## src/drgs_pkg.sv

```systemverilog
// Shared types, constants and codes for the rectangle and glyph stream block.
package drgs_pkg;

    // Side clamp for rectangle requests
    localparam int MAX_SIDE  = 480;
    localparam int SIDE_W    = 9;
    localparam int COORD_W   = 16;
    localparam int COLOR_W   = 16;
    localparam int REP_W     = 18;
    localparam int GLYPH_MAX = 255;

    // Display command codes
    localparam logic [COORD_W-1:0] CMD_COLUMN = 16'h002A;
    localparam logic [COORD_W-1:0] CMD_ROW    = 16'h002B;
    localparam logic [COORD_W-1:0] CMD_RAMWR  = 16'h002C;

    // First pixel of a bitmap byte
    localparam logic [7:0] TOP_BIT = 8'h80;

    // Job queue between front and back
    localparam int QUEUE_DEPTH = 4;
    localparam int QUEUE_AW    = $clog2(QUEUE_DEPTH);
    localparam int QUEUE_CW    = $clog2(QUEUE_DEPTH + 1);

    // Config registers
    localparam logic [1:0] REG_FONT_TOP    = 2'd0;
    localparam logic [1:0] REG_FONT_BOTTOM = 2'd1;
    localparam logic [1:0] REG_FONT_HEIGHT = 2'd2;

    localparam logic [7:0] FONT_TOP_RST    = 8'hF0;
    localparam logic [7:0] FONT_BOTTOM_RST = 8'h04;
    localparam logic [7:0] FONT_HEIGHT_RST = 8'd20;

    typedef enum logic [1:0] {
        ACT_RECT  = 2'd0,
        ACT_FIRST = 2'd1,
        ACT_NEXT  = 2'd2,
        ACT_BYTE  = 2'd3
    } action_t;

    typedef enum logic [1:0] {
        JOB_RECT  = 2'd0,
        JOB_GLYPH = 2'd1,
        JOB_BYTE  = 2'd2
    } job_kind_t;

    // Header word slots of a rectangle or glyph
    localparam logic [3:0] SLOT_COL_CMD = 4'd0;
    localparam logic [3:0] SLOT_X       = 4'd1;
    localparam logic [3:0] SLOT_X_END   = 4'd2;
    localparam logic [3:0] SLOT_ROW_CMD = 4'd3;
    localparam logic [3:0] SLOT_Y       = 4'd4;
    localparam logic [3:0] SLOT_Y_END   = 4'd5;
    localparam logic [3:0] SLOT_RAMWR   = 4'd6;
    localparam logic [3:0] SLOT_FILL    = 4'd7;
    localparam logic [3:0] SLOT_ROWS    = 4'd8;
    localparam logic [3:0] SLOT_BELOW   = 4'd9;

    typedef enum logic [2:0] {
        BK_IDLE,
        BK_HDR,
        BK_LEAD,
        BK_PIXEL,
        BK_TRAIL,
        BK_BELOW
    } bk_state_t;

    // One classified request, front to back
    typedef struct packed {
        job_kind_t            kind;
        logic [COORD_W-1:0]   x;
        logic [COORD_W-1:0]   x_end;
        logic [COORD_W-1:0]   y;
        logic [COORD_W-1:0]   y_end;
        logic [COLOR_W-1:0]   c0;        // fill or foreground
        logic [COLOR_W-1:0]   c1;        // background
        logic [REP_W-1:0]     run0;      // fill area or run above
        logic [REP_W-1:0]     run1;      // rows of an empty glyph
        logic [15:0]          run2;      // run below
        logic [7:0]           gw;
        logic [7:0]           gh;
        logic [7:0]           lpad;
        logic [8:0]           rpad;
        logic                 zero_glyph;
        logic                 eot;
        logic [7:0]           data;
    } job_t;

    typedef struct packed {
        logic                 is_command;
        logic [COORD_W-1:0]   value;
        logic [REP_W-1:0]     repeat_res;
    } gen_word_t;

    typedef struct packed {
        gen_word_t            w;
        logic                 release_select;
        logic                 last;
    } out_word_t;

endpackage

```

## src/drgs_front.sv

```systemverilog
// Front end: accepts requests, holds font config, cursor and colors, builds jobs.
module drgs_front (
    input  logic                          clk,
    input  logic                          rst_n,
    input  logic                          in_valid,
    output logic                          in_stall,
    input  logic [1:0]                    action,
    input  logic [15:0]                   pos_x,
    input  logic [15:0]                   pos_y,
    input  logic [8:0]                    width,
    input  logic [8:0]                    height,
    input  logic [15:0]                   color,
    input  logic [15:0]                   back_color,
    input  logic [7:0]                    advance,
    input  logic signed [7:0]             offset_x,
    input  logic signed [7:0]             offset_y,
    input  logic [7:0]                    data_byte,
    input  logic                          last_char,
    input  logic                          wr_en,
    input  logic [1:0]                    wr_index,
    input  logic [7:0]                    wr_data,
    input  logic                          q_full,
    output logic                          push,
    output drgs_pkg::job_t                push_job
);

    logic [7:0]  font_top_reg;
    logic [7:0]  font_bottom_reg;
    logic [7:0]  font_height_reg;
    logic [15:0] cursor_x_reg;
    logic [15:0] cursor_y_reg;
    logic [15:0] fore_reg;
    logic [15:0] back_reg;

    logic        first;
    logic        glyph;
    logic [15:0] cx;
    logic [15:0] cy;
    logic [15:0] fg;
    logic [15:0] bg;

    logic [drgs_pkg::SIDE_W-1:0] wc;
    logic [drgs_pkg::SIDE_W-1:0] hc;
    logic [drgs_pkg::REP_W-1:0]  area;

    logic [7:0]          gw;
    logic [7:0]          gh;
    logic signed [9:0]   dtop;
    logic signed [19:0]  dtop_x;
    logic signed [19:0]  adv_x;
    logic signed [19:0]  above;
    logic signed [10:0]  below_s;
    logic [7:0]          below;
    logic signed [10:0]  rpad_s;
    logic [8:0]          rpad;
    logic [7:0]          lpad;
    logic [9:0]          row;
    logic [drgs_pkg::REP_W-1:0] run0_g;
    logic [drgs_pkg::REP_W-1:0] run1_g;
    logic [15:0]         run2_g;

    assign in_stall = q_full;
    assign push     = in_valid && !q_full;

    assign first = (action == drgs_pkg::ACT_FIRST);
    assign glyph = first || (action == drgs_pkg::ACT_NEXT);
    assign cx    = first ? pos_x      : cursor_x_reg;
    assign cy    = first ? pos_y      : cursor_y_reg;
    assign fg    = first ? color      : fore_reg;
    assign bg    = first ? back_color : back_reg;

    // rectangle
    assign wc   = (int'(width)  > drgs_pkg::MAX_SIDE) ?
                  drgs_pkg::SIDE_W'(drgs_pkg::MAX_SIDE) : width;
    assign hc   = (int'(height) > drgs_pkg::MAX_SIDE) ?
                  drgs_pkg::SIDE_W'(drgs_pkg::MAX_SIDE) : height;
    // two 9-bit sides cannot pass the 18-bit repeat limit
    assign area = {9'd0, wc} * {9'd0, hc};

    // glyph cell
    assign gw = (int'(width)  > drgs_pkg::GLYPH_MAX) ? 8'(drgs_pkg::GLYPH_MAX) : width[7:0];
    assign gh = (int'(height) > drgs_pkg::GLYPH_MAX) ? 8'(drgs_pkg::GLYPH_MAX) : height[7:0];

    assign dtop   = {{2{offset_y[7]}}, offset_y} - {{2{font_top_reg[7]}}, font_top_reg};
    assign dtop_x = 20'(dtop);
    assign adv_x  = {12'd0, advance};
    assign above  = dtop_x * adv_x;
    assign run0_g = (above > 20'sd0) ? above[drgs_pkg::REP_W-1:0] : '0;

    assign below_s = {{3{font_bottom_reg[7]}}, font_bottom_reg}
                   - ({{3{offset_y[7]}}, offset_y} + {3'd0, gh});
    assign below   = (below_s > 11'sd0) ? below_s[7:0] : 8'd0;
    assign run2_g  = {8'd0, below} * {8'd0, advance};

    assign rpad_s = {3'd0, advance} - ({{3{offset_x[7]}}, offset_x} + {3'd0, gw});
    assign rpad   = (rpad_s > 11'sd0) ? rpad_s[8:0] : 9'd0;
    assign lpad   = (offset_x > 8'sd0) ? offset_x : 8'd0;
    assign row    = {2'd0, lpad} + {1'b0, rpad};
    assign run1_g = {8'd0, row} * {10'd0, gh};

    always_comb
    begin
        push_job      = '0;
        push_job.kind = drgs_pkg::JOB_BYTE;
        push_job.data = data_byte;
        unique case (action)
            drgs_pkg::ACT_RECT:
            begin
                push_job.kind  = drgs_pkg::JOB_RECT;
                push_job.x     = pos_x;
                push_job.x_end = pos_x + {7'd0, wc} - 16'd1;
                push_job.y     = pos_y;
                push_job.y_end = pos_y + {7'd0, hc} - 16'd1;
                push_job.c0    = color;
                push_job.run0  = area;
            end
            drgs_pkg::ACT_FIRST, drgs_pkg::ACT_NEXT:
            begin
                push_job.kind       = drgs_pkg::JOB_GLYPH;
                push_job.x          = cx;
                push_job.x_end      = cx + {8'd0, advance} - 16'd1;
                push_job.y          = cy;
                push_job.y_end      = cy + {8'd0, font_height_reg} - 16'd1;
                push_job.c0         = fg;
                push_job.c1         = bg;
                push_job.run0       = run0_g;
                push_job.run1       = run1_g;
                push_job.run2       = run2_g;
                push_job.gw         = gw;
                push_job.gh         = gh;
                push_job.lpad       = lpad;
                push_job.rpad       = rpad;
                push_job.zero_glyph = (gw == 8'd0) || (gh == 8'd0);
                push_job.eot        = last_char;
            end
            default:
            begin
                push_job.kind = drgs_pkg::JOB_BYTE;
            end
        endcase
    end

    always_ff @(posedge clk or negedge rst_n)
    begin
        if (!rst_n)
        begin
            font_top_reg    <= drgs_pkg::FONT_TOP_RST;
            font_bottom_reg <= drgs_pkg::FONT_BOTTOM_RST;
            font_height_reg <= drgs_pkg::FONT_HEIGHT_RST;
            cursor_x_reg    <= '0;
            cursor_y_reg    <= '0;
            fore_reg        <= '0;
            back_reg        <= '0;
        end
        else
        begin
            if (wr_en)
            begin
                unique case (wr_index)
                    drgs_pkg::REG_FONT_TOP:    font_top_reg    <= wr_data;
                    drgs_pkg::REG_FONT_BOTTOM: font_bottom_reg <= wr_data;
                    drgs_pkg::REG_FONT_HEIGHT: font_height_reg <= wr_data;
                    default: ;
                endcase
            end
            if (push && glyph)
            begin
                cursor_x_reg <= cx + {8'd0, advance};
                cursor_y_reg <= cy;
                fore_reg     <= fg;
                back_reg     <= bg;
            end
        end
    end

endmodule

```

## src/drgs_queue.sv

```systemverilog
// Short job queue that decouples the front end from the word sequencer.
module drgs_queue (
    input  logic            clk,
    input  logic            rst_n,
    input  logic            push,
    input  drgs_pkg::job_t  push_job,
    input  logic            pop,
    output drgs_pkg::job_t  head,
    output logic            full,
    output logic            nonempty
);

    drgs_pkg::job_t                   slots [drgs_pkg::QUEUE_DEPTH];
    logic [drgs_pkg::QUEUE_AW-1:0]    wr_ptr_reg;
    logic [drgs_pkg::QUEUE_AW-1:0]    rd_ptr_reg;
    logic [drgs_pkg::QUEUE_CW-1:0]    count_reg;

    assign head     = slots[rd_ptr_reg];
    assign full     = (count_reg == drgs_pkg::QUEUE_CW'(drgs_pkg::QUEUE_DEPTH));
    assign nonempty = (count_reg != '0);

    always_ff @(posedge clk)
    begin
        if (push)
        begin
            slots[wr_ptr_reg] <= push_job;
        end
    end

    always_ff @(posedge clk or negedge rst_n)
    begin
        if (!rst_n)
        begin
            wr_ptr_reg <= '0;
            rd_ptr_reg <= '0;
            count_reg  <= '0;
        end
        else
        begin
            if (push)
            begin
                wr_ptr_reg <= (wr_ptr_reg == drgs_pkg::QUEUE_AW'(drgs_pkg::QUEUE_DEPTH - 1)) ?
                              '0 : wr_ptr_reg + 1'b1;
            end
            if (pop)
            begin
                rd_ptr_reg <= (rd_ptr_reg == drgs_pkg::QUEUE_AW'(drgs_pkg::QUEUE_DEPTH - 1)) ?
                              '0 : rd_ptr_reg + 1'b1;
            end
            if (push && !pop)
            begin
                count_reg <= count_reg + 1'b1;
            end
            else if (pop && !push)
            begin
                count_reg <= count_reg - 1'b1;
            end
        end
    end

endmodule

```

## src/drgs_back.sv

```systemverilog
// Back end: word sequencer for headers and bitmap pixels, end-mark hold and output register.
module drgs_back (
    input  logic                         clk,
    input  logic                         rst_n,
    input  logic                         q_nonempty,
    input  drgs_pkg::job_t               q_job,
    output logic                         pop,
    output logic                         out_valid,
    input  logic                         out_stall,
    output logic                         is_command,
    output logic [15:0]                  value,
    output logic [17:0]                  repeat_res,
    output logic                         release_select,
    output logic                         last
);

    drgs_pkg::bk_state_t st_reg;
    drgs_pkg::bk_state_t st_next;
    drgs_pkg::bk_state_t cont_st;
    logic [3:0]          slot_reg;
    logic [3:0]          slot_next;
    logic [3:0]          cont_slot;
    drgs_pkg::job_t      job_reg;

    // glyph context
    logic        g_active_reg;
    logic        g_eot_reg;
    logic [15:0] g_fore_reg;
    logic [15:0] g_back_reg;
    logic [7:0]  g_gw_reg;
    logic [7:0]  g_rows_reg;
    logic [7:0]  g_col_reg;
    logic [7:0]  g_lpad_reg;
    logic [8:0]  g_rpad_reg;
    logic [15:0] g_below_reg;
    logic [7:0]  byte_reg;
    logic [3:0]  pix_reg;

    // hold stage keeps the newest word until it is known whether it ends its word group
    logic                   hold_valid_reg;
    drgs_pkg::gen_word_t    hold_word_reg;
    logic                   hold_end_reg;
    logic                   hold_rel_reg;
    logic                   out_valid_reg;
    drgs_pkg::out_word_t    out_word_reg;

    logic                   out_take;
    logic                   run;
    logic                   hold_move;
    logic                   gen_valid;
    drgs_pkg::gen_word_t    gen_word;
    logic                   done;
    logic                   done_rel;
    logic                   do_pixel;
    logic                   px_step;
    logic                   row_step;
    logic                   glyph_off;
    logic                   g_active_step;
    logic                   row_end;

    assign out_take  = !out_valid_reg || !out_stall;
    assign run       = !hold_valid_reg || out_take;
    assign hold_move = hold_valid_reg && out_take && (gen_valid || hold_end_reg);
    assign row_end   = ({1'b0, g_col_reg} + 9'd1) >= {1'b0, g_gw_reg};

    // step decisions and generated word
    always_comb
    begin
        gen_valid = 1'b0;
        gen_word  = '0;
        done      = 1'b0;
        done_rel  = 1'b0;
        do_pixel  = 1'b0;
        px_step   = 1'b0;
        row_step  = 1'b0;
        glyph_off = 1'b0;
        cont_st   = st_reg;
        cont_slot = slot_reg;
        if (run)
        begin
            unique case (st_reg)
                drgs_pkg::BK_IDLE: ;
                drgs_pkg::BK_HDR:
                begin
                    cont_slot           = slot_reg + 4'd1;
                    gen_word.repeat_res = 18'd1;
                    unique case (slot_reg)
                        drgs_pkg::SLOT_COL_CMD:
                        begin
                            gen_valid           = 1'b1;
                            gen_word.is_command = 1'b1;
                            gen_word.value      = drgs_pkg::CMD_COLUMN;
                        end
                        drgs_pkg::SLOT_X:
                        begin
                            gen_valid      = 1'b1;
                            gen_word.value = job_reg.x;
                        end
                        drgs_pkg::SLOT_X_END:
                        begin
                            gen_valid      = 1'b1;
                            gen_word.value = job_reg.x_end;
                        end
                        drgs_pkg::SLOT_ROW_CMD:
                        begin
                            gen_valid           = 1'b1;
                            gen_word.is_command = 1'b1;
                            gen_word.value      = drgs_pkg::CMD_ROW;
                        end
                        drgs_pkg::SLOT_Y:
                        begin
                            gen_valid      = 1'b1;
                            gen_word.value = job_reg.y;
                        end
                        drgs_pkg::SLOT_Y_END:
                        begin
                            gen_valid      = 1'b1;
                            gen_word.value = job_reg.y_end;
                        end
                        drgs_pkg::SLOT_RAMWR:
                        begin
                            gen_valid           = 1'b1;
                            gen_word.is_command = 1'b1;
                            gen_word.value      = drgs_pkg::CMD_RAMWR;
                        end
                        drgs_pkg::SLOT_FILL:
                        begin
                            gen_word.repeat_res = job_reg.run0;
                            if (job_reg.kind == drgs_pkg::JOB_RECT)
                            begin
                                // zero area still sends its fill run
                                gen_valid      = 1'b1;
                                gen_word.value = job_reg.c0;
                                done           = 1'b1;
                                done_rel       = 1'b1;
                            end
                            else
                            begin
                                gen_valid      = (job_reg.run0 != '0);
                                gen_word.value = job_reg.c1;
                                done           = !job_reg.zero_glyph;
                            end
                        end
                        drgs_pkg::SLOT_ROWS:
                        begin
                            gen_valid           = (job_reg.run1 != '0);
                            gen_word.value      = job_reg.c1;
                            gen_word.repeat_res = job_reg.run1;
                        end
                        drgs_pkg::SLOT_BELOW:
                        begin
                            gen_valid           = (job_reg.run2 != '0);
                            gen_word.value      = job_reg.c1;
                            gen_word.repeat_res = {2'd0, job_reg.run2};
                            done                = 1'b1;
                            done_rel            = job_reg.eot;
                        end
                        default:
                        begin
                            done = 1'b1;
                        end
                    endcase
                end
                drgs_pkg::BK_LEAD:
                begin
                    if (g_col_reg == 8'd0 && g_lpad_reg != 8'd0)
                    begin
                        gen_valid           = 1'b1;
                        gen_word.value      = g_back_reg;
                        gen_word.repeat_res = {10'd0, g_lpad_reg};
                        cont_st             = drgs_pkg::BK_PIXEL;
                    end
                    else
                    begin
                        do_pixel = 1'b1;
                    end
                end
                drgs_pkg::BK_PIXEL:
                begin
                    do_pixel = 1'b1;
                end
                drgs_pkg::BK_TRAIL:
                begin
                    gen_valid           = 1'b1;
                    gen_word.value      = g_back_reg;
                    gen_word.repeat_res = {9'd0, g_rpad_reg};
                    if (g_rows_reg == 8'd0)
                    begin
                        if (g_below_reg != 16'd0)
                        begin
                            cont_st = drgs_pkg::BK_BELOW;
                        end
                        else
                        begin
                            glyph_off = 1'b1;
                            done      = 1'b1;
                            done_rel  = g_eot_reg;
                        end
                    end
                    else if (pix_reg == 4'd8)
                    begin
                        done = 1'b1;
                    end
                    else
                    begin
                        cont_st = drgs_pkg::BK_LEAD;
                    end
                end
                drgs_pkg::BK_BELOW:
                begin
                    gen_valid           = 1'b1;
                    gen_word.value      = g_back_reg;
                    gen_word.repeat_res = {2'd0, g_below_reg};
                    glyph_off           = 1'b1;
                    done                = 1'b1;
                    done_rel            = g_eot_reg;
                end
                default: ;
            endcase

            if (do_pixel)
            begin
                gen_valid           = 1'b1;
                gen_word.value      = ((byte_reg & drgs_pkg::TOP_BIT) != 8'd0) ?
                                      g_fore_reg : g_back_reg;
                gen_word.repeat_res = 18'd1;
                px_step             = 1'b1;
                cont_st             = drgs_pkg::BK_LEAD;
                if (row_end)
                begin
                    row_step = 1'b1;
                end
                priority if (row_end && g_rpad_reg != 9'd0)
                begin
                    cont_st = drgs_pkg::BK_TRAIL;
                end
                else if (row_end && g_rows_reg == 8'd1)
                begin
                    if (g_below_reg != 16'd0)
                    begin
                        cont_st = drgs_pkg::BK_BELOW;
                    end
                    else
                    begin
                        glyph_off = 1'b1;
                        done      = 1'b1;
                        done_rel  = g_eot_reg;
                    end
                end
                else if (pix_reg == 4'd7)
                begin
                    done = 1'b1;
                end
                else
                begin
                    cont_st = drgs_pkg::BK_LEAD;
                end
            end
        end
    end

    assign pop           = run && q_nonempty && ((st_reg == drgs_pkg::BK_IDLE) || done);
    assign g_active_step = glyph_off ? 1'b0 : g_active_reg;

    // next state
    always_comb
    begin
        st_next   = cont_st;
        slot_next = cont_slot;
        if (pop)
        begin
            slot_next = drgs_pkg::SLOT_COL_CMD;
            unique case (q_job.kind)
                drgs_pkg::JOB_RECT,
                drgs_pkg::JOB_GLYPH: st_next = drgs_pkg::BK_HDR;
                drgs_pkg::JOB_BYTE:  st_next = g_active_step ? drgs_pkg::BK_LEAD :
                                                               drgs_pkg::BK_IDLE;
                default:             st_next = drgs_pkg::BK_IDLE;
            endcase
        end
        else if (done)
        begin
            st_next = drgs_pkg::BK_IDLE;
        end
    end

    always_ff @(posedge clk or negedge rst_n)
    begin
        if (!rst_n)
        begin
            st_reg         <= drgs_pkg::BK_IDLE;
            slot_reg       <= drgs_pkg::SLOT_COL_CMD;
            g_active_reg   <= 1'b0;
            hold_valid_reg <= 1'b0;
            hold_end_reg   <= 1'b0;
            out_valid_reg  <= 1'b0;
        end
        else
        begin
            st_reg   <= st_next;
            slot_reg <= slot_next;

            g_active_reg <= g_active_step;
            if (pop && q_job.kind == drgs_pkg::JOB_RECT)
            begin
                g_active_reg <= 1'b0;
            end
            else if (pop && q_job.kind == drgs_pkg::JOB_GLYPH)
            begin
                g_active_reg <= !q_job.zero_glyph;
            end

            if (gen_valid)
            begin
                hold_valid_reg <= 1'b1;
                hold_end_reg   <= done;
            end
            else if (done)
            begin
                hold_end_reg <= 1'b1;
            end
            else if (hold_move)
            begin
                hold_valid_reg <= 1'b0;
                hold_end_reg   <= 1'b0;
            end

            if (hold_move)
            begin
                out_valid_reg <= 1'b1;
            end
            else if (out_take)
            begin
                out_valid_reg <= 1'b0;
            end
        end
    end

    // payload registers
    always_ff @(posedge clk)
    begin
        if (px_step)
        begin
            byte_reg <= byte_reg << 1;
            pix_reg  <= pix_reg + 4'd1;
            g_col_reg <= row_step ? 8'd0 : g_col_reg + 8'd1;
            if (row_step)
            begin
                g_rows_reg <= g_rows_reg - 8'd1;
            end
        end
        if (pop)
        begin
            job_reg <= q_job;
            if (q_job.kind == drgs_pkg::JOB_BYTE)
            begin
                byte_reg <= q_job.data;
                pix_reg  <= 4'd0;
            end
            if (q_job.kind == drgs_pkg::JOB_GLYPH)
            begin
                g_eot_reg   <= q_job.eot;
                g_fore_reg  <= q_job.c0;
                g_back_reg  <= q_job.c1;
                g_gw_reg    <= q_job.gw;
                g_rows_reg  <= q_job.gh;
                g_col_reg   <= 8'd0;
                g_lpad_reg  <= q_job.lpad;
                g_rpad_reg  <= q_job.rpad;
                g_below_reg <= q_job.run2;
            end
        end
        if (gen_valid)
        begin
            hold_word_reg <= gen_word;
        end
        if (done)
        begin
            hold_rel_reg <= done_rel;
        end
        if (hold_move)
        begin
            out_word_reg.w              <= hold_word_reg;
            out_word_reg.last           <= hold_end_reg;
            out_word_reg.release_select <= hold_end_reg && hold_rel_reg;
        end
    end

    assign out_valid      = out_valid_reg;
    assign is_command     = out_word_reg.w.is_command;
    assign value          = out_word_reg.w.value;
    assign repeat_res     = out_word_reg.w.repeat_res;
    assign release_select = out_word_reg.release_select;
    assign last           = out_word_reg.last;

endmodule

```

## src/display_rect_glyph_stream.sv

```systemverilog
// Top level: rectangle and glyph request to display command and pixel-run word stream.
// Path: the first result word of a request passes the job queue, the sequencer state, the
//   hold stage and the output register; a held word moves on with the next word or its end mark.
// Throughput: a request is taken each cycle while the 4-entry job queue has room; the word
//   sequencer sends at most one word per cycle while the output is not stalled: 8 for a rectangle,
//   7 to 10 for a glyph header, up to 25 for a bitmap byte (one per pixel plus padding runs).
// Reset: rst_n is asynchronous, active low; it empties the queue and output stages,
//   clears cursor and colors and loads the font registers with their defaults.
module display_rect_glyph_stream (
    input  logic                  clk,
    input  logic                  rst_n,
    // request channel
    input  logic                  in_valid,
    output logic                  in_stall,
    input  logic [1:0]            action,
    input  logic [15:0]           pos_x,
    input  logic [15:0]           pos_y,
    input  logic [8:0]            width,
    input  logic [8:0]            height,
    input  logic [15:0]           color,
    input  logic [15:0]           back_color,
    input  logic [7:0]            advance,
    input  logic signed [7:0]     offset_x,
    input  logic signed [7:0]     offset_y,
    input  logic [7:0]            data_byte,
    input  logic                  last_char,
    // result channel
    output logic                  out_valid,
    input  logic                  out_stall,
    output logic                  is_command,
    output logic [15:0]           value,
    output logic [17:0]           repeat_res,
    output logic                  release_select,
    output logic                  last,
    // font register writes
    input  logic                  wr_en,
    input  logic [1:0]            wr_index,
    input  logic [7:0]            wr_data
);

    // front -> queue -> back
    logic            push;
    drgs_pkg::job_t  push_job;
    logic            q_full;
    logic            q_nonempty;
    logic            pop;
    drgs_pkg::job_t  q_job;

    // Front: classifies each request, works out window ends, padding and run lengths
    // (one multiply per run), and moves cursor and colors. Stalls only on a full queue.
    drgs_front u_front (
        .clk        (clk),
        .rst_n      (rst_n),
        .in_valid   (in_valid),
        .in_stall   (in_stall),
        .action     (action),
        .pos_x      (pos_x),
        .pos_y      (pos_y),
        .width      (width),
        .height     (height),
        .color      (color),
        .back_color (back_color),
        .advance    (advance),
        .offset_x   (offset_x),
        .offset_y   (offset_y),
        .data_byte  (data_byte),
        .last_char  (last_char),
        .wr_en      (wr_en),
        .wr_index   (wr_index),
        .wr_data    (wr_data),
        .q_full     (q_full),
        .push       (push),
        .push_job   (push_job)
    );

    // Job queue: lets the front keep taking requests while the back drains a long run.
    drgs_queue u_queue (
        .clk      (clk),
        .rst_n    (rst_n),
        .push     (push),
        .push_job (push_job),
        .pop      (pop),
        .head     (q_job),
        .full     (q_full),
        .nonempty (q_nonempty)
    );

    // Back: header slot walker and per-pixel bitmap walker, owns the glyph progress
    // state; the hold stage adds the end-of-request mark, the output register
    // parts it from the downstream stall.
    drgs_back u_back (
        .clk            (clk),
        .rst_n          (rst_n),
        .q_nonempty     (q_nonempty),
        .q_job          (q_job),
        .pop            (pop),
        .out_valid      (out_valid),
        .out_stall      (out_stall),
        .is_command     (is_command),
        .value          (value),
        .repeat_res     (repeat_res),
        .release_select (release_select),
        .last           (last)
    );

endmodule

```

## config.mk

```make
export PLATFORM = sky130hd
export DESIGN_NAME = display_rect_glyph_stream
export DESIGN_NICKNAME = d
export VERILOG_FILES = /design/src/drgs_pkg.sv /design/src/drgs_front.sv /design/src/drgs_queue.sv /design/src/drgs_back.sv /design/src/display_rect_glyph_stream.sv
export SDC_FILE = /design/constraint.sdc
export NUM_CORES = 2
export LEC_CHECK = 0
export CORE_ASPECT_RATIO = 0.9
export CORE_UTILIZATION = 55
export CTS_CLUSTER_DIAMETER = 120
export DETAILED_ROUTE_END_ITERATION = 7
export DONT_BUFFER_PORTS = 1
export MAX_ROUTING_LAYER = met4
export PLACE_DENSITY_LB_ADDON = 0.12
export SYNTH_ARGS = -nofsm -noshare
export SYNTH_HDL_FRONTEND = slang
export SYNTH_HIERARCHICAL = 1
export SYNTH_SLANG_ARGS = --single-unit
```

## constraint.sdc

```tcl
create_clock -name clk -period 11.1 [get_ports clk]
set_clock_uncertainty 0.2 [all_clocks]
set_input_delay 2.22 -clock clk [delete_from_list [all_inputs] [get_ports clk]]
set_output_delay 2.22 -clock clk [all_outputs]
set_load 0.02 [all_outputs]
```

Yosys cells after proc, flatten, opt, wreduce, memory -nomap -nowiden
Memory sizes are Yosys's and may differ from the RTL's.
Index checks and enable logic that the tools add are counted.
{"block": "op_classes", "n_mul": 4, "eq_ne": 30, "muxes": 114, "magnitude_cmp": 9, "n_addsub": 23, "reduce_logical": 69, "bitwise": 1}
{"op": "$pmux 80 s2", "n": 1}
{"op": "$pmux 16 s9", "n": 1}
{"op": "$pmux 34 s4", "n": 1}
{"op": "$mux 8", "n": 15}
{"op": "$mux 16", "n": 7}
{"op": "$mux 69", "n": 1}
{"op": "$mux 34", "n": 2}
{"op": "$sub 16x1->16 const B", "n": 4}
{"op": "$pmux 18 s3", "n": 1}
{"op": "$mux 1", "n": 47}
{"op": "$mux 3", "n": 13}
{"op": "$mul 9x9->18", "n": 2}
{"op": "$pmux 18 s2", "n": 1}
{"op": "$reduce_bool 18->1", "n": 2}
{"op": "$add 16x8->16", "n": 2}
{"op": "$add 16x9->16", "n": 2}
{"op": "$logic_not 8->1", "n": 4}
{"op": "$reduce_bool 16->1", "n": 2}
{"op": "$add 8x9->10", "n": 3}
{"op": "$mux 9", "n": 3}
{"op": "$mux 4", "n": 6}
{"op": "$gt 11x1->1 const B", "n": 2}
{"op": "$eq 4x3->1 const B", "n": 5}
{"op": "$gt 20x1->1 const B", "n": 1}
{"op": "other kinds (54)", "n": 122}
{"block": "word_totals", "input_bits": 132, "wordCells": 300, "mem_count": 1, "out_inout_bits": 39, "ram_bits": 772, "register_bits": 433}
{"name": "u_queue.slots", "depth": 4, "width": 193, "read_ports": 1, "rd_ports_with_merged_regs": 0, "write_ports": 1, "line_no": "drgs_queue.sv:13", "rtl": "drgs_pkg::job_t slots [drgs_pkg::QUEUE_DEPTH];"}

Longest topological paths before layout
{"block": "logic_depth", "word_depth": 14, "depth_mapped": 41, "ltp_nobuf": 39}

By module
Netlist, hierarchy kept.
{"module": "drgs_queue", "area_per_inst_um2": 28269.6, "instances": 1, "cells_each": 1046, "seq_area_each_um2": 23357.4}
{"module": "drgs_front", "area_per_inst_um2": 20708.6, "instances": 1, "cells_each": 2518, "seq_area_each_um2": 2210.9}
{"module": "drgs_back", "area_per_inst_um2": 13357.8, "instances": 1, "cells_each": 909, "seq_area_each_um2": 9814.4}

Worst setup path after synthesis
OpenSTA, ideal clock, no wires.
{"block": "synth_timing", "path_kind": "input port to flip-flop", "from": "in width[8]", "to": "mem u_queue/slots[0][76] in the netlist's numbering (data pin)", "setup_slack_ps": 231, "setup_ps": 277, "arrival_ps": 10393, "n_path_buf": 2, "required_time_ps": 10623, "cell_stages": 36, "path_cell_list": "clkbuf_1 > or2_2 > ha_1 > inv_1 > fa_1 > xor2_1 > or3_1 > or3_1 > a211oi_1 > nand2_1 > o311a_1 > clkbuf_1 > and2_1 > ha_1 > a21o_1 > a21oi_1 > o21bai_1 > a21oi_1 > o21bai_1 > a21oi_1 > xor2_1 > nor2_1 > fa_1 > fa_1 > fa_1 > inv_1 > fa_1 > inv_1 > ha_1 > a21o_1 > a31oi_1 > o21ai_0 > o41ai_1 > o21ai_0 > xnor2_1 > nor2_1"}
{"element": "from (decl)", "line_no": "display_rect_glyph_stream.sv:18", "rtl": "input logic [8:0] width,"}
{"element": "to (decl)", "line_no": "drgs_queue.sv:13"}

==> qor.yml <==
ir_worst_vdd_mv: 0.373
p_sw_w: 0.00843
violations: "DRC"
wl_per_cell_um: 24.6
drc: 12
relSlewSlack_pct: 21.0
htree_levels: 3
placedCellCount: 5834
leakage_nw: 25.7
yosys_warnings: 6
slew_viol_final: 0
async_reset_ff_share_pct: 8.80
finalNetCount: 5119
dr_total_vias: 36374
rsz0062_at_grt: "false"
post_cts_resized: 0
comb_power_share_pct: 45.4
path_delay_family: "adder cells"
cpPeakStageDelay_ns: 0.53
path_common_cell: "fa_1"
synth-seq-area-share_pct: 56.8
tritoncts: "done"
worstSetupPathType: "input port to flip-flop"
ctsHoldBuffers: 0
port_buffers: 0
grt.overflow.total: 0
p_int_w: 0.0133
die_x_um: 357
drive_above_1_share_pct: 12.8
dieArea_mm2: 0.115
grt_max_degree: 107
dp_hpwl_mm: 106
max_freq_mhz: 97.2
first_pass_iters: 8
root_buffer: "clkbuf_16"
setup_viol: 0
grt_pass1_vias: 36207
fin_util_pct: 60.5
wirelength_mm: 149
layout_setup_ws_ns: 0.809
worst-slew-pin-transition_ns: 1.18
synth_edf_count: 1071
syn_avg_cell_area_um2: 13.9
largest_register_ffs: 772
area_delta_synth_final_pct: 8.51
drt-initial-drc-count: 3618
antenna_found_initial: 1
cts.reportedPaths.clkPinSlew_ns: 0.06
cts_setup_buffers: 0
cts_made_buffers: 117
syn_area_mm2: 0.0623
fp-row-count: 116
worst-path-buf-inv: 3
status: "complete, but fails checks"
p_per_area_mw_per_mm2: 321
pre_cts_ws_ns: 0.152
io_pins: 171
yosysUniqueCellTypes: 93
cap_viol_max_count: 0
clkLatencyLatePin_ns: 0.75
finalSetupTns_ns: 0
start_kind: "input port"
hp-class: "flip-flop to flip-flop"
clockBufferDepth: 3
synth_ff_type: "edfxtp_1"
layoutNonFillerInstCount: 6058
post-route-min-period_ns: 10.29
via_per_inst: 6.00
crit_fanout: 13
fin_crit_sh_pct: 92.7
routabilityCongestion: 0.904
nFillCells: 8612
critPathArrivalTime_ns: 10.48
core_region_area_mm2: 0.112
grt_pass1_wl_mm: 225
initial_core_util_pct: 55.8
synthCells: 4473
cp-end-kind: "flip-flop"
clockPowerShare_pct: 17.8
postRouteAntennaNets: 0
swShare_pct: 38.8
clock_sinks: 1205
pwr-share-seq_pct: 36.8
finalHoldViolCount: 0
track_usage_pct: 27.3
cp.required_ns: 11.29
crit_slowest_cell: "fa_1"
synth-seq-cells: 1205
die-height_um: 321
logic make-up after synthesis:
family	share of synthesized area (%)
buf+inv	4.40
xor+xnor	2.21
simple gates	7.59
other cells	0.00602
fa+ha+maj	12.8
flops	56.8
mux	9.41
compound gates	6.83
per-layer routing:
metal / track usage [%] / wire length, um
met5: - / 0
met4: 7.22 / 4000
met3: 6.46 / 13500
met2: 39.2 / 65600
met1: 39.2 / 66000
cells in the final DEF (no fill, tap or decap), types with 24 or more instances in the layout:
master     instances
edfxtp_1        1071
inv_1            475
nor2_1           299
ha_1             293
nand2_1          249
fa_1             215
mux4_2           194
a21oi_1          138
clkbuf_16        118
o21ai_0          116
dfrtp_1           97
xnor2_1           91
mux2_2            79
and2_1            74
nand3_1           73
buf_4             69
xor2_1            66
nor3_1            60
mux2i_1           59
o22ai_1           49
a21o_1            45
nand2b_1          40
a221oi_1          36
and3_1            33
a22o_1            33
dfxtp_1           28
nor2b_1           27
nor4_1            25
a211oi_1          25
clkinv_1          24
nand4_1           24
metrics by stage:
step	hold slack, ns	cell area (um2)	power, W
after floorplan	0.200	62300	0.0152
after global placement	0.204	63800	0.0177
after detailed placement	0.205	63800	0.0179
after CTS	0.220	67600	0.0218
after global routing	0.228	67600	0.0232
final	0.216	67600	0.0217
worst register-to-register path: cells and delay by family, from the launching register on:
kind	cells	cell delay [ns]
AOI/OAI and AO/OA	10	2.42
xor gates and xnor gates	1	0.21
adders and majority gates	7	3.15
buffers and inverters	7	0.49
DFF	1	0.53
and+or+nand+nor	3	0.78
worst paths after layout:
check / startpoint / end / slack (ns) / depth (start not counted)
worst max-delay path: width[8] / u_queue/slots[1][76] / 0.81 / 34
worst min-delay path: u_back/hold_word_reg[13] / u_back/repeat_res[13] / 0.22 / 0
worst max register to register: u_front/font_bottom_reg[2] / u_queue/slots[1][58] / 3.03 / 28
worst min register to register: u_back/hold_word_reg[13] / u_back/repeat_res[13] / 0.22 / 0
max in group asynchronous: rst_n / u_queue/rd_ptr_reg[0] / 9.37 / 0
min in group asynchronous: rst_n / u_front/cursor_x_reg[15] / 1.00 / 0
final cells by class:
type                    instances  area (um2)  share of cell area, %
inverters                     476        1790                   2.64
clock buffers                 155        3230                   4.78
clock inverters                68         559                  0.827
repair buffers                 70         538                  0.795
multi-input cells            2608       24300                   35.9
flip-flops and latches       1205       35400                   52.3
diodes                          1        2.50                0.00370
well taps                    1475        1850                   2.73
cells in the mapped netlist, drive strengths merged, types with 33 or more instances:
| cell | n | area (um2) |
|---|---|---|
| mux2 | 80 | 905 |
| o21ai | 118 | 594 |
| xor2 | 66 | 578 |
| a221oi | 37 | 330 |
| dfrtp | 99 | 2480 |
| xnor2 | 91 | 797 |
| ha | 294 | 3680 |
| inv | 476 | 1790 |
| clkbuf | 102 | 383 |
| nor2 | 304 | 1160 |
| mux2i | 59 | 591 |
| nand3 | 74 | 375 |
| and2 | 79 | 494 |
| a21o | 45 | 338 |
| edfxtp | 1071 | 32200 |
| a21oi | 140 | 704 |
| and3 | 33 | 206 |
| nand2b | 41 | 257 |
| nor3 | 60 | 300 |
| fa | 215 | 4300 |
| nand2 | 250 | 938 |
| a22o | 33 | 289 |
| o22ai | 49 | 307 |
| mux4 | 194 | 4370 |
| buf | 83 | 571 |
power by group through the flow:
stage          combinational, W  sequential (W)  clock [W]
3_3_place_gp            0.00967         0.00804          0
3_5_place_dp            0.00983         0.00810          0
5_1_grt                  0.0110         0.00814    0.00411
4_1_cts                 0.00989         0.00801    0.00394
2_1_floorplan           0.00728         0.00791          0
6_report                0.00988         0.00800    0.00386
Note: power is estimated with default switching activity, not from simulation.
